`src/rtl/kdq_pkg.sv`:
```
// Package for the keypad debounce queue: payload types, config codes and reset values.
`default_nettype none

package kdq_pkg;

    localparam int KDQ_QUEUE_DEPTH = 8;

    localparam int KEY_W   = 4;
    localparam int READS_W = 8;
    localparam int FILL_W  = 4;
    localparam int CFG_IDX_W  = 3;
    localparam int CFG_DATA_W = 8;

    // Configuration register indexes
    localparam logic [CFG_IDX_W-1:0] CFG_STABLE_READS    = 3'd0;
    localparam logic [CFG_IDX_W-1:0] CFG_NO_KEY_CODE     = 3'd1;
    localparam logic [CFG_IDX_W-1:0] CFG_UP_OR_INFO_CODE = 3'd2;
    localparam logic [CFG_IDX_W-1:0] CFG_INFO_CODE       = 3'd3;
    localparam logic [CFG_IDX_W-1:0] CFG_UP_CODE         = 3'd4;

    localparam logic [READS_W-1:0] RST_STABLE_READS    = 8'd5;
    localparam logic [KEY_W-1:0]   RST_NO_KEY_CODE     = 4'd0;
    localparam logic [KEY_W-1:0]   RST_UP_OR_INFO_CODE = 4'd1;
    localparam logic [KEY_W-1:0]   RST_INFO_CODE       = 4'd2;
    localparam logic [KEY_W-1:0]   RST_UP_CODE         = 4'd3;

    // Operation codes
    localparam logic OP_TICK = 1'b0;
    localparam logic OP_POP  = 1'b1;

    typedef struct packed {
        logic             operation;
        logic [KEY_W-1:0] raw_key;
    } in_data_t;

    typedef struct packed {
        logic [KEY_W-1:0]  popped_key;
        logic              pop_hit;
        logic              key_queued;
        logic              key_dropped;
        logic              sampling_busy;
        logic [FILL_W-1:0] queue_fill;
    } out_data_t;

    typedef struct packed {
        logic [READS_W-1:0] stable_reads;
        logic [KEY_W-1:0]   no_key_code;
        logic [KEY_W-1:0]   up_or_info_code;
        logic [KEY_W-1:0]   info_code;
        logic [KEY_W-1:0]   up_code;
    } cfg_t;

    // Stable key handed from the debouncer to the queue
    typedef struct packed {
        logic             valid;
        logic [KEY_W-1:0] key;
        logic             armed_next;
    } offer_t;

    // Shared control for the row of queue cells
    typedef struct packed {
        logic             push;
        logic             pop;
        logic [KEY_W-1:0] key;
    } cell_ctrl_t;

endpackage

`default_nettype wire

```
`src/rtl/kdq_cell.sv`:
```
// One queue entry: loads a pushed key when selected, takes its neighbor's key on a pop.
`default_nettype none

module kdq_cell (
    input  wire logic                     clk,
    input  wire kdq_pkg::cell_ctrl_t      ctrl,
    input  wire logic                     sel,
    input  wire logic [kdq_pkg::KEY_W-1:0] next_key,
    output logic      [kdq_pkg::KEY_W-1:0] key
);
    import kdq_pkg::*;

    logic [KEY_W-1:0] key_reg;
    logic [KEY_W-1:0] key_next;

    always_comb
    begin
        key_next = key_reg;
        priority if (ctrl.pop)
        begin
            key_next = next_key;
        end
        else if (ctrl.push && sel)
        begin
            key_next = ctrl.key;
        end
        else
        begin
            key_next = key_reg;
        end
    end

    always_ff @(posedge clk)
    begin
        key_reg <= key_next;
    end

    assign key = key_reg;

endmodule

`default_nettype wire

```
`src/rtl/kdq_sampler.sv`:
```
// Debounce sampler with the shared up/info key combination logic.
`default_nettype none

module kdq_sampler (
    input  wire logic                      clk,
    input  wire logic                      rst_n,
    input  wire logic                      tick,
    input  wire logic [kdq_pkg::KEY_W-1:0] raw_key,
    input  wire kdq_pkg::cfg_t             cfg,
    output kdq_pkg::offer_t                offer
);
    import kdq_pkg::*;

    typedef enum logic [1:0] {
        COMBO_NONE    = 2'd0,
        COMBO_PENDING = 2'd1,
        COMBO_INFO    = 2'd2
    } combo_t;

    logic [KEY_W-1:0]   last_key_reg,   last_key_next;
    logic [READS_W-1:0] reads_left_reg, reads_left_next;
    logic               armed_reg,      armed_next;
    combo_t             combo_reg,      combo_next;

    logic [READS_W-1:0] reads_dec;
    logic               stable;
    logic [KEY_W-1:0]   key;

    always_comb
    begin
        last_key_next   = last_key_reg;
        reads_left_next = reads_left_reg;
        armed_next      = armed_reg;
        combo_next      = combo_reg;
        reads_dec       = reads_left_reg - 8'd1;
        stable          = 1'b0;
        key             = raw_key;

        if (tick)
        begin
            if (!armed_reg)
            begin
                // arming tick does not count down
                if (raw_key != last_key_reg)
                begin
                    last_key_next   = raw_key;
                    reads_left_next = cfg.stable_reads;
                    armed_next      = 1'b1;
                end
            end
            else if (raw_key != last_key_reg)
            begin
                last_key_next   = raw_key;
                reads_left_next = cfg.stable_reads;
            end
            else if (reads_dec != '0)
            begin
                reads_left_next = reads_dec;
            end
            else if (raw_key == cfg.up_or_info_code)
            begin
                // shared key waits for the next stable key
                if (combo_reg == COMBO_NONE)
                begin
                    combo_next = COMBO_PENDING;
                end
                reads_left_next = cfg.stable_reads;
            end
            else
            begin
                armed_next      = 1'b0;
                reads_left_next = reads_dec;
                stable          = 1'b1;
                if (raw_key == cfg.info_code)
                begin
                    combo_next = COMBO_INFO;
                end
                else
                begin
                    if (combo_reg == COMBO_PENDING)
                    begin
                        key = cfg.up_code;
                    end
                    combo_next = COMBO_NONE;
                end
            end
        end
    end

    always_ff @(posedge clk or negedge rst_n)
    begin
        if (!rst_n)
        begin
            last_key_reg   <= RST_NO_KEY_CODE;
            reads_left_reg <= RST_STABLE_READS;
            armed_reg      <= 1'b0;
            combo_reg      <= COMBO_NONE;
        end
        else
        begin
            last_key_reg   <= last_key_next;
            reads_left_reg <= reads_left_next;
            armed_reg      <= armed_next;
            combo_reg      <= combo_next;
        end
    end

    always_comb
    begin
        offer.valid      = stable && (key > cfg.no_key_code);
        offer.key        = key;
        offer.armed_next = armed_next;
    end

endmodule

`default_nettype wire

```
`src/rtl/keypad_debounce_queue_top.sv`:
```
// Keypad debouncer feeding a queue of stable keys built as a row of shifting cells.
//
// Input channel (in_valid/in_stall/in_data) carries one request per item:
// a sample tick with the raw keypad code, or a pop of the oldest queued key.
// Each request yields exactly one result on the output channel
// (out_valid/out_stall/out_data), in order.
// out_valid rises in the cycle after a request is accepted. One request is taken
// per cycle while in_stall is low; the debouncer and queue update directly from
// the accepted request, and the queue cells all shift together on a pop.
// The output register frees in the cycle its result is taken, so in_stall is
// high only while a result is held and out_stall is high.
// Configuration is written via cfg_we/cfg_index/cfg_data, by the user only while
// idle (unenforced); it applies to the next request. Higher indexes are ignored.
// Reset (rst_n low, asynchronous) restores register defaults, disarms the
// sampler, clears the pending combination and empties the queue. The queue
// contents themselves are not cleared; entries past the fill count are never read.
`default_nettype none

module keypad_debounce_queue_top #(
    parameter int QUEUE_DEPTH = kdq_pkg::KDQ_QUEUE_DEPTH
) (
    input  wire logic                           clk,
    input  wire logic                           rst_n,
    input  wire logic                           in_valid,
    output logic                                in_stall,
    input  wire kdq_pkg::in_data_t              in_data,
    output logic                                out_valid,
    input  wire logic                           out_stall,
    output kdq_pkg::out_data_t                  out_data,
    input  wire logic                           cfg_we,
    input  wire logic [kdq_pkg::CFG_IDX_W-1:0]  cfg_index,
    input  wire logic [kdq_pkg::CFG_DATA_W-1:0] cfg_data
);
    import kdq_pkg::*;

    localparam int CNT_W = $clog2(QUEUE_DEPTH + 1);

    cfg_t             cfg_reg;
    logic             out_valid_reg, out_valid_next;
    out_data_t        out_data_reg,  out_data_next;
    logic [CNT_W-1:0] fill_reg,      fill_next;

    logic       accept;
    logic       tick;
    logic       pop_req;
    logic       full;
    offer_t     offer;
    cell_ctrl_t ctrl;

    logic [KEY_W-1:0] cell_key [QUEUE_DEPTH+1];

    assign in_stall = out_valid_reg && out_stall;
    assign accept   = in_valid && !in_stall;
    assign tick     = accept && (in_data.operation == OP_TICK);
    assign pop_req  = accept && (in_data.operation == OP_POP);
    assign full     = (fill_reg == CNT_W'(QUEUE_DEPTH));

    // Configuration registers
    always_ff @(posedge clk or negedge rst_n)
    begin
        if (!rst_n)
        begin
            cfg_reg.stable_reads    <= RST_STABLE_READS;
            cfg_reg.no_key_code     <= RST_NO_KEY_CODE;
            cfg_reg.up_or_info_code <= RST_UP_OR_INFO_CODE;
            cfg_reg.info_code       <= RST_INFO_CODE;
            cfg_reg.up_code         <= RST_UP_CODE;
        end
        else if (cfg_we)
        begin
            unique case (cfg_index)
                CFG_STABLE_READS:    cfg_reg.stable_reads    <= cfg_data;
                CFG_NO_KEY_CODE:     cfg_reg.no_key_code     <= cfg_data[KEY_W-1:0];
                CFG_UP_OR_INFO_CODE: cfg_reg.up_or_info_code <= cfg_data[KEY_W-1:0];
                CFG_INFO_CODE:       cfg_reg.info_code       <= cfg_data[KEY_W-1:0];
                CFG_UP_CODE:         cfg_reg.up_code         <= cfg_data[KEY_W-1:0];
                default:             ;
            endcase
        end
    end

    kdq_sampler u_sampler (
        .clk     (clk),
        .rst_n   (rst_n),
        .tick    (tick),
        .raw_key (in_data.raw_key),
        .cfg     (cfg_reg),
        .offer   (offer)
    );

    always_comb
    begin
        ctrl.push = offer.valid && !full;
        ctrl.pop  = pop_req && (fill_reg != '0);
        ctrl.key  = offer.key;
    end

    // Row of queue cells; cell 0 is the head
    assign cell_key[QUEUE_DEPTH] = '0;

    for (genvar i = 0; i < QUEUE_DEPTH; i++)
    begin : g_cell
        kdq_cell u_cell (
            .clk      (clk),
            .ctrl     (ctrl),
            .sel      (fill_reg == CNT_W'(i)),
            .next_key (cell_key[i+1]),
            .key      (cell_key[i])
        );
    end

    always_comb
    begin
        fill_next = fill_reg;
        priority if (ctrl.push)
        begin
            fill_next = fill_reg + CNT_W'(1);
        end
        else if (ctrl.pop)
        begin
            fill_next = fill_reg - CNT_W'(1);
        end
        else
        begin
            fill_next = fill_reg;
        end
    end

    always_comb
    begin
        out_valid_next = out_valid_reg && out_stall;
        out_data_next  = out_data_reg;
        if (accept)
        begin
            out_valid_next              = 1'b1;
            out_data_next.popped_key    = ctrl.pop ? cell_key[0] : cfg_reg.no_key_code;
            out_data_next.pop_hit       = ctrl.pop;
            out_data_next.key_queued    = ctrl.push;
            out_data_next.key_dropped   = offer.valid && full;
            out_data_next.sampling_busy = offer.armed_next;
            out_data_next.queue_fill    = (int'(fill_next) > 15) ? 4'd15 : FILL_W'(fill_next);
        end
    end

    always_ff @(posedge clk or negedge rst_n)
    begin
        if (!rst_n)
        begin
            out_valid_reg <= 1'b0;
            fill_reg      <= '0;
        end
        else
        begin
            out_valid_reg <= out_valid_next;
            fill_reg      <= fill_next;
        end
    end

    always_ff @(posedge clk)
    begin
        out_data_reg <= out_data_next;
    end

    assign out_valid = out_valid_reg;
    assign out_data  = out_data_reg;

endmodule

`default_nettype wire
```
`config.mk`:
```
export PLATFORM = sky130hd
export DESIGN_NAME = keypad_debounce_queue_top
export DESIGN_NICKNAME = d
export VERILOG_FILES = /design/src/rtl/kdq_pkg.sv /design/src/rtl/kdq_cell.sv /design/src/rtl/kdq_sampler.sv /design/src/rtl/keypad_debounce_queue_top.sv
export SDC_FILE = /design/constraint.sdc
export NUM_CORES = 1
export LEC_CHECK = 0
export BUFFER_PORTS_ARGS = -buffer_cell sky130_fd_sc_hd__buf_2
export CAP_MARGIN = 15
export CORE_ASPECT_RATIO = 1.75
export CORE_MARGIN = 1
export CORE_UTILIZATION = 65
export CTS_BUF_LIST = sky130_fd_sc_hd__clkbuf_8
export CTS_CLUSTER_DIAMETER = 30
export CTS_CLUSTER_SIZE = 16
export DETAILED_ROUTE_END_ITERATION = 8
export GPL_TIMING_DRIVEN = 0
export PLACE_DENSITY = 0.95
export SLEW_MARGIN = 25
export SYNTH_ARGS = -nofsm -noshare
export SYNTH_HDL_FRONTEND = slang
export SYNTH_SLANG_ARGS = --single-unit
```
`constraint.sdc`:
```
create_clock -name clk -period 11.6 [get_ports clk]
set_input_delay 0.58 -clock clk [delete_from_list [all_inputs] [get_ports clk]]
set_output_delay 0.58 -clock clk [all_outputs]
set_load 0.01 [all_outputs]
```
After elaboration in Yosys (flattened, before gate mapping). Index checks and enable logic that the tools add are counted.

Bits in registers: 88. Output and inout port bits: 14. Logic and storage cells: 132.

Add/subtract/negate cells: 3. Magnitude comparators: 1. Eq/ne operators: 17. Multiplexer cells: 44. Bitwise gates (word level): 3. Reductions and logical operators: 39.

Operator list (number): 4-bit two-way mux (24); 8-bit two-way mux (5); 4-bit by 3-bit equality test with 1-bit output, second input constant (4); 1-bit logical AND (16); 2-bit nonzero test (8); 2-bit AND reduction (7); 1-bit two-way mux (12); 4-bit by 2-bit equality test with 1-bit output, second input constant (2); 4-bit equality test (2); 8-bit nonzero test (1); 8-bit by 1-bit subtractor with 8-bit output, second input constant (1); 3-bit by 2-bit equality test with 1-bit output, second input constant (2); 2-bit two-way mux (3); 5-bit AND reduction (1); 4-bit by 1-bit adder with 4-bit output, second input constant (1); 4-bit by 1-bit equality test with 1-bit output, second input constant (1); 4-bit equality test, second input constant (1); 4-bit greater-than comparator (1); 4-bit zero test (1); 4-bit inequality test (1); 4-bit nonzero test (1); 4-bit by 1-bit subtractor with 4-bit output, second input constant (1); 3-bit by 1-bit equality test with 1-bit output, second input constant (1); 3-bit equality test, second input constant (1); other kinds (6) (9).

Logic depth before layout (Yosys ltp). Gate-level depths: netlist of the first run.

Word-level depth: 14. Gate-level depth with buffers: 14. Gate-level depth less buffers: 13.

By module. From an unflattened synthesis of the first run, not the netlist that was laid out.

Cells, all modules: 323. Area total of the unflattened synthesis: 4416.7 um^2.

Modules (own cells, without submodules): keypad_debounce_queue_top (times used 1, cells each 121, area each 1788.0 um^2, sequential area each 1093.5 um^2); kdq_cell (times used 8, cells each 9, area each 173.9 um^2, sequential area each 120.1 um^2); kdq_sampler (times used 1, cells each 130, area each 1237.4 um^2, sequential area each 377.9 um^2).

Worst setup path before layout of the first run. No wires, ideal clock.

Path type: input to register. Start: in in_valid. End: reg g_cell[1].u_cell.key_reg[0], enable pin. Library setup time: 0.379 ns. Arrival time: 4.129 ns. Data required time: 11.221 ns. Slack: 7.091 ns. Cell stages on the path: 12. Path buffers: 2. Path through: a21boi_1 > nand2b_1 > clkbuf_2 > or4_1 > buf_6 > o21ai_2 > nand2_1 > ha_1 > and4_1 > nor3_1 > nand4_1 > o41ai_1.

RTL lines: from (decl) (line keypad_debounce_queue_top.sv:24) `input wire logic in_valid,`; to (signal assigned) (line kdq_cell.sv:35) `key_reg <= key_next;`; to (decl) (line kdq_cell.sv:13) `logic [KEY_W-1:0] key_reg;`.

Worst setup path in the final report of the first run.
Start: reg out_valid_reg (netlist: out_valid). End: reg g_cell[7].u_cell.key_reg[0].

Word-level cells in the longest chain between the ends: 9.

RTL lines: from (decl) (line keypad_debounce_queue_top.sv:39) `logic out_valid_reg, out_valid_next;`; from (signal assigned) (line keypad_debounce_queue_top.sv:154) `out_valid_reg <= out_valid_next;`; 1-bit logical AND (*) (line keypad_debounce_queue_top.sv:52) `assign in_stall = out_valid_reg && out_stall;`; 1-bit zero test (*) (line keypad_debounce_queue_top.sv:53) `assign accept = in_valid && !in_stall;`; 1-bit logical AND (*) (line keypad_debounce_queue_top.sv:53); net accept (line keypad_debounce_queue_top.sv:43) `logic accept;`; 1-bit logical AND (line keypad_debounce_queue_top.sv:54) `assign tick = accept && (in_data.operation == OP_TICK);`; 4-bit two-way mux (line kdq_sampler.sv:39) `if (tick)`; 4-bit greater-than comparator (line kdq_sampler.sv:110) `offer.valid = stable && (key > cfg.no_key_code);`; 1-bit logical AND (line kdq_sampler.sv:110); 1-bit logical AND (line keypad_debounce_queue_top.sv:93) `ctrl.push = offer.valid && !full;`; 1-bit logical AND (line kdq_cell.sv:23) `else if (ctrl.push && sel)`; to (signal assigned) (line kdq_cell.sv:35); to (decl) (line kdq_cell.sv:13).

Mark *: on every way through the listed nets, which the timed path passes. The rest lies on a longest branch. A chain may end at the register's enable or synchronous reset.

==> impl_metrics.env, run 1 <==
export IMPL_status="complete, no violations"
export IMPL_drt_drc_violations_left=0
export IMPL_antenna_diode_count=0
export IMPL_mappedNetlistNets=421
export IMPL_r2r_worst_path_cells=13
export IMPL_largest_register_ff_count=32
export IMPL_areaGrowthSynthToFinish_pct=10.90
export IMPL_cts_num_sinks=88
export IMPL_powerDensity_mw_per_mm2=175.4
export IMPL_clk_latency_ns=0.37
export IMPL_fmax_mhz=202.2
export IMPL_skew_ns=0.01207
export IMPL_placed_cells_incl_taps=502
export IMPL_timing_critical_path_to_type="flop"
export IMPL_synth_yosys_warnings=0
export IMPL_cts_inserted_buffers=9
export IMPL_route_final_wire_length_um=9738
export IMPL_row_count=39
export IMPL_post_route_min_period_ns=4.945
export IMPL_via_count_of_the_first_global_routing_pass=3439
export IMPL_clock_slew_at_the_register_clock_pins_of_the_worst_setup_and_hold_paths_ns=0.08
export IMPL_ios=35
export IMPL_clock_path_buffers=2
export IMPL_synth_avg_cell_area_um2=11.18
export IMPL_synth_lib_cells_used_distinct=61
export IMPL_number_of_port_buffers=30
export IMPL_effective_utilization_at_floorplan_pct=67.21
export IMPL_synth_top_cells_by_count="nor2_1 (42), edfxtp_1 (40), a21oi_1 (36), dfrtp_1 (36), nand2_1 (36)"
export IMPL_netlist_area_leader_share_pct=27.54
export IMPL_post_cts_repair_setup_buffers=0
export IMPL_post_synthesis_instance_area_mm2=0.004362
export IMPL_floorplan_die_area_mm2=0.007055
export IMPL_cts_repair_resize_count=0
export IMPL_hp_class="in -> async"
export IMPL_timing_setup_critical_path_class="reg -> reg"
export IMPL_synth_top_area_cell="edfxtp_1"
export IMPL_grt_ovfl_total=0
export IMPL_layout_cells_non_filler=518
export IMPL_yosysSeqAreaShare_pct=54.85
export IMPL_total_via_count_in_the_routed_design=3362
export IMPL_worst_slew_pin_slew_ns=0.9247
export IMPL_drt_wirelength_per_cell_um=18.80
export IMPL_startpoint_type="flop"
export IMPL_max_slew_margin_pct=38.19
export IMPL_cts_tree="built"
export IMPL_layout_drive_gt1_share_pct=24.54
export IMPL_root_buffer="clkbuf_8"
export IMPL_synth_most_common_cell="nor2_1"
export IMPL_synthArstFlopShare_pct=50.00
export IMPL_synth_area_top_cells="edfxtp_1 (28%), dfrtp_1 (21%), mux2_2 (6.7%)"
export IMPL_initialDrtViolationCount=214
export IMPL_via_per_inst=6.490
export IMPL_overall_power_consumption_mw=0.8484
export IMPL_postSynth_topFlopCell="edfxtp_1"
export IMPL_worstPathArrival_ns=5.16
export IMPL_ant_nets=0
export IMPL_timing_final_setup_violations=0
export IMPL_grt_start_max_net_pins=45
export IMPL_place_detailed_hpwl_um=7025
export IMPL_floorplan_die_height_um=110.4
export IMPL_critical_path_required_ns=11.82
export IMPL_htree_num_levels=3
export IMPL_max_cap_violation_count=0
export IMPL_place_congestion=0.9592
export IMPL_detail_route_first_pass_iterations=5
export IMPL_fin_tns_setup_ns=0
export IMPL_fin_nets=462
export IMPL_hold_viol=0
export IMPL_ir_worst_vdd_mv=0.1388
export IMPL_antenna_violations_before_repair=0
export IMPL_core_mm2=0.006490
export IMPL_wire_length_of_the_first_global_routing_pass_um=15640
export IMPL_number_of_synthesized_flops_with_an_enable_pin=40
export IMPL_synthCells=390
export IMPL_hold_buffer_count_at_cts=0
export IMPL_p_leak_nw=1.937
export IMPL_synth_ff_latch_count=88
export IMPL_critical_path_max_fanout=14
export IMPL_maxSlewViolCount=0
export IMPL_grt_setup_unrepaired="no"
export IMPL_groute_usage_overall_pct=30.31
export IMPL_min_period_over_period_pct=42.63
export IMPL_die_width_um=63.92
==> metrics by stage <==
step                      area, um2  util [%]  hold slack [ns]  setup WS [ns]
after floorplan                4362         -           0.2844          7.091
after global placement         4614     71.10           0.4791          6.169
after detailed placement       4618     71.16           0.4983          6.366
after CTS                      4815     74.19           0.3776          6.645
after global routing           4837     74.53           0.2296          6.440
final                          4837     74.53           0.1868          6.655
==> critical path, stage by stage (launching register included) <==
cell and delay [ns]:
dfrtp_1 0.40, a21boi_2 0.58, nand2b_1 0.11, clkbuf_2 0.24, or4_1 0.53, buf_6 0.17
o21ai_2 0.46, and2_1 0.26, ha_1 0.25, and4_1 0.21, a211o_1 0.40, nor4_1 0.71
and2_1 0.32, a311oi_1 0.12
==> cell type report <==
| cell class | instances | area, um2 |
|---|---|---|
| buffer | 17 | 81.33 |
| timing repair buffer | 30 | 152.6 |
| clock buffer | 10 | 137.6 |
| clock inverter | 6 | 58.81 |
| tap | 82 | 102.6 |
| inverter | 16 | 60.06 |
| multi-input combinational | 269 | 1852 |
| fill | 419 | 1653 |
| sequential | 88 | 2392 |
==> path summary, 6_finish.rpt <==
kind	to	start	slack, ns
setup / recovery	g_cell[7].u_cell.key[0]	out_valid	6.65
hold / removal	u_sampler.reads_left_reg[7]	rst_n	0.19
setup reg to reg	g_cell[7].u_cell.key[0]	out_valid	6.65
hold reg to reg	out_data[8]	g_cell[0].u_cell.key[0]	0.52
max in group asynchronous	cfg_reg[8]	rst_n	11.01
min in group clk	out_valid	in_valid	0.41
==> placed cells by master, fill, tap and decap left out, types with 3 or more instances in the layout <==
cell type	netlist	final
nand3_1	6	6
nor4_1	7	6
o21ai_2	4	4
clkbuf_8	0	10
dfstp_2	8	8
o21ai_0	18	18
a311oi_1	4	4
mux2_2	26	26
buf_2	4	33
ha_1	10	10
inv_1	14	14
a22oi_1	5	5
dfxtp_1	4	4
clkbuf_1	8	8
xnor2_1	8	8
edfxtp_1	40	40
clkbuf_2	4	4
nand2b_1	3	3
nor2_1	42	42
dfrtp_1	36	36
xor2_1	9	9
nor3_1	3	3
a21oi_1	36	36
nand2_1	36	36
clkinv_1	2	3
and2_1	3	3
mux2i_1	4	4
==> where the power goes <==
part / internal [mW] / leakage (nW) / switching, mW
clock network: 0.104 / 0.0957 / 0.107
registers: 0.388 / 0.914 / 0.0389
logic: 0.0849 / 0.927 / 0.126
==> routing by layer <==
layer,vias up,share of wire [%],GRT usage (%)
met2,173,54,53.57
met4,0,6.5,24.68
li1,1506,-,-
met3,61,5.1,6.379
met1,1622,34,30.30
met5,-,0,0
==> logic make-up after synthesis <==
| family | after synthesis | share of synthesized area, % |
|---|---|---|
| AO/OA/AOI/OAI | 88 | 13.31 |
| AND/OR/NAND/NOR | 124 | 14.69 |
| flip-flops | 88 | 54.85 |
| multiplexers | 30 | 7.631 |
| XOR/XNOR | 17 | 3.414 |
| adder cells (fa/ha/maj) | 10 | 2.869 |
| buffers and inverters | 33 | 3.242 |
(Power assumes the default switching activity.)
==> run 2: changes to the inputs <==
--- a/config.mk
+++ b/config.mk
@@ -9,13 +9,13 @@
 export CAP_MARGIN = 15
 export CORE_ASPECT_RATIO = 1.75
 export CORE_MARGIN = 1
-export CORE_UTILIZATION = 65
+export CORE_UTILIZATION = 62
 export CTS_BUF_LIST = sky130_fd_sc_hd__clkbuf_8
 export CTS_CLUSTER_DIAMETER = 30
 export CTS_CLUSTER_SIZE = 16
 export DETAILED_ROUTE_END_ITERATION = 8
 export GPL_TIMING_DRIVEN = 0
-export PLACE_DENSITY = 0.95
+export PLACE_DENSITY = 0.93
 export SLEW_MARGIN = 25
 export SYNTH_ARGS = -nofsm -noshare
 export SYNTH_HDL_FRONTEND = slang
==> constraint.sdc (replaced) <==
create_clock -name clk -period 4.64 [get_ports clk]
set_input_delay 0.232 -clock clk [delete_from_list [all_inputs] [get_ports clk]]
set_output_delay 0.232 -clock clk [all_outputs]
set_load 0.01 [all_outputs]
==> run 2 against run 1 <==
Clock skew hardly changed. Maximum frequency increased by 12%. Via count shrank 2.0%. Final cell count up 0.77%. First-iteration DRC count rose by 31%. Worst hold slack got worse by 0.11 ns. Sequential cell count stayed put.
==> impl_metrics.env, run 2 (synthesis results as in run 1) <==
export IMPL_worstPathArrival_ns=4.67
export IMPL_place_congestion=0.9453
export IMPL_seqCellArea_mm2=0.002392
export IMPL_drt_drc_violations_left=0
export IMPL_placed_cells_incl_taps=504
export IMPL_hold_path_cell_count=2
export IMPL_layout_drive_gt1_share_pct=25.34
export IMPL_via_per_inst=6.312
export IMPL_postPlaceCellArea_mm2=0.004621
export IMPL_floorplan_die_area_mm2=0.007388
export IMPL_critical_path_max_stage_delay_ns=0.61
export IMPL_max_slew_margin_pct=33.45
export IMPL_critical_path_required_ns=4.88
export IMPL_fin_nets=464
export IMPL_clock_slew_at_the_register_clock_pins_of_the_worst_setup_and_hold_paths_ns=0.09
export IMPL_postLayoutCoreUtil_pct=71.90
export IMPL_effective_utilization_at_floorplan_pct=63.61
export IMPL_ant_nets=0
export IMPL_cts_tree="built"
export IMPL_fin_tns_setup_ns=0
export IMPL_ios=35
export IMPL_worst_slew_pin_slew_ns=0.9891
export IMPL_cts_num_sinks=88
export IMPL_detail_route_first_pass_iterations=5
export IMPL_startpoint_type="flop"
export IMPL_root_buffer="clkbuf_8"
export IMPL_antenna_diode_count=0
export IMPL_row_count=40
export IMPL_powerDensity_mw_per_mm2=438.9
export IMPL_status="complete, no violations"
export IMPL_finish_instance_area_mm2=0.004930
export IMPL_hp_class="in -> reg"
export IMPL_skew_ns=0.01175
export IMPL_initialDrtViolationCount=280
export IMPL_cts_inserted_buffers=9
export IMPL_die_width_um=65.41
export IMPL_critical_path_max_fanout=9
export IMPL_maxSlewViolCount=0
export IMPL_path_cells="inv_1 -> ha_1 -> xnor2_1 -> nand3_1 -> or4_1 -> buf_6 -> o21ai_4 -> nand2_1 -> ha_1 -> and4_1 -> a211o_1 -> nor4_4 -> and2_1 -> a311oi_1"
export IMPL_areaGrowthSynthToFinish_pct=13.02
export IMPL_largest_register_ff_count=32
export IMPL_grt_start_max_net_pins=45
export IMPL_nFillCells=463
export IMPL_min_period_over_period_pct=95.52
export IMPL_setup_reg_to_reg_worst_slack_ns=0.21
export IMPL_post_route_min_period_ns=4.432
export IMPL_drt_wirelength_per_cell_um=19.43
export IMPL_timing_setup_critical_path_class="reg -> reg"
export IMPL_clock_path_buffers=2
export IMPL_number_of_port_buffers=30
export IMPL_r2r_worst_path_cells=14
export IMPL_fmax_mhz=225.6
export IMPL_timing_final_setup_violations=0
export IMPL_hold_path_end="out_valid"
export IMPL_reg2reg_to="g_cell[7].u_cell.key[0]"
export IMPL_multi_input_comb_area_mm2=0.001921
export IMPL_regToRegStartpoint="u_sampler.reads_left_reg[0]"
export IMPL_critical_path_most_common_cell="ha_1"
export IMPL_worst_hold_slack_ns=0.07769
export IMPL_grt_ovfl_total=0
export IMPL_layout_cells_non_filler=522
export IMPL_route_final_wire_length_um=10140
export IMPL_via_count_of_the_first_global_routing_pass=3431
export IMPL_p_leak_nw=1.978
export IMPL_ir_worst_vdd_mv=0.3912
export IMPL_final_cell_mix="nor2_1 (42), edfxtp_1 (40), nand2_1 (36), a21oi_1 (36), dfrtp_1 (36)"
export IMPL_max_cap_violation_count=0
export IMPL_floorplan_die_height_um=113.0
export IMPL_hold_viol=0
export IMPL_clk_latency_ns=0.38
export IMPL_place_detailed_hpwl_um=7411
export IMPL_antenna_violations_before_repair=0
export IMPL_wire_length_of_the_first_global_routing_pass_um=16440
export IMPL_timing_critical_path_to_type="flop"
export IMPL_core_mm2=0.006857
export IMPL_htree_num_levels=3
export IMPL_mostFrequentLayoutCell="nor2_1"
export IMPL_slowest_stage="dfstp_2"
export IMPL_total_via_count_in_the_routed_design=3295
export IMPL_groute_usage_overall_pct=30.52
export IMPL_min_from="in_valid"
==> run 2: cell types whose count changed in the layout (fill, tap and decap cells not counted), moves of 2 or more <==
cell	change
inv_1	+2
o21ai_4	+3
o21ai_0	-6
clkinv_2	-2
o21ai_2	+2
==> run 2: how the worst max path moves through the flow <==
stage                     depth (start not counted)                       to  slack, ns                   startpoint
final                                            14  g_cell[7].u_cell.key[0]       0.21  u_sampler.reads_left_reg[0]
after global routing                             14  g_cell[7].u_cell.key[0]      -0.03  u_sampler.reads_left_reg[0]
after CTS                                        12  g_cell[5].u_cell.key[0]      -0.11                    out_valid
after detailed placement                         12  g_cell[1].u_cell.key[0]      -0.18                    out_valid
after global placement                           12  g_cell[1].u_cell.key[0]      -0.47                    out_valid
after floorplan                                  12  g_cell[1].u_cell.key[0]       0.30                    out_valid
==> run 2: cell type report <==
class / instances / area share [%]
inverter: 16 / 1.218
clock buffer: 11 / 3.071
buffer: 17 / 1.650
tap: 84 / 2.132
clock inverter: 5 / 0.9898
timing repair buffer: 32 / 3.452
sequential: 88 / 48.53
multi-input combinational: 269 / 38.96
==> run 2: metal layers <==
layer / vias to the layer above / track usage [%] / part of all wire [%]
li1: 1512 / - / -
met1: 1630 / 32.10 / 36
met5: - / 0 / 0
met3: 41 / 6.048 / 3.8
met2: 112 / 53.54 / 55
met4: 0 / 19.86 / 4.7
==> run 2: worst max-delay path, delay by kind of cell, from the launching register on <==
family                     cells  cell delay (ns)
AOI/OAI and AO/OA              3             0.79
buffers and inverters          2             0.24
and+or+nand+nor                6             1.86
adders and majority gates      2             0.59
DFF                            1             0.61
xor gates and xnor gates       1             0.20
==> run 2: per-stage QoR <==
stage,power (mW),worst slack (ns)
floorplan,1.431,0.2959
global placement,1.547,-0.4704
detailed placement,1.595,-0.1790
CTS,2.132,-0.1114
global route,2.261,-0.02702
finish,2.163,0.2080
==> run 2: power breakdown <==
part	total (mW)	internal (mW)	switching, mW	leakage [nW]
logic	0.549	0.215	0.334	0.958
registers	1.07	0.969	0.101	0.914
clock network	0.545	0.273	0.272	0.106
total	2.16	1.46	0.707	1.98
==> run 2: timing repair <==
item | in CTS | in global routing
buffers inserted | 0 | 1
endpoints found under the setup margin | 28 | 32
pin swaps | 0 | 1
hold buffers | 0 | 1
hold endpoints to repair | 0 | 36
resized for setup | 3 | 16
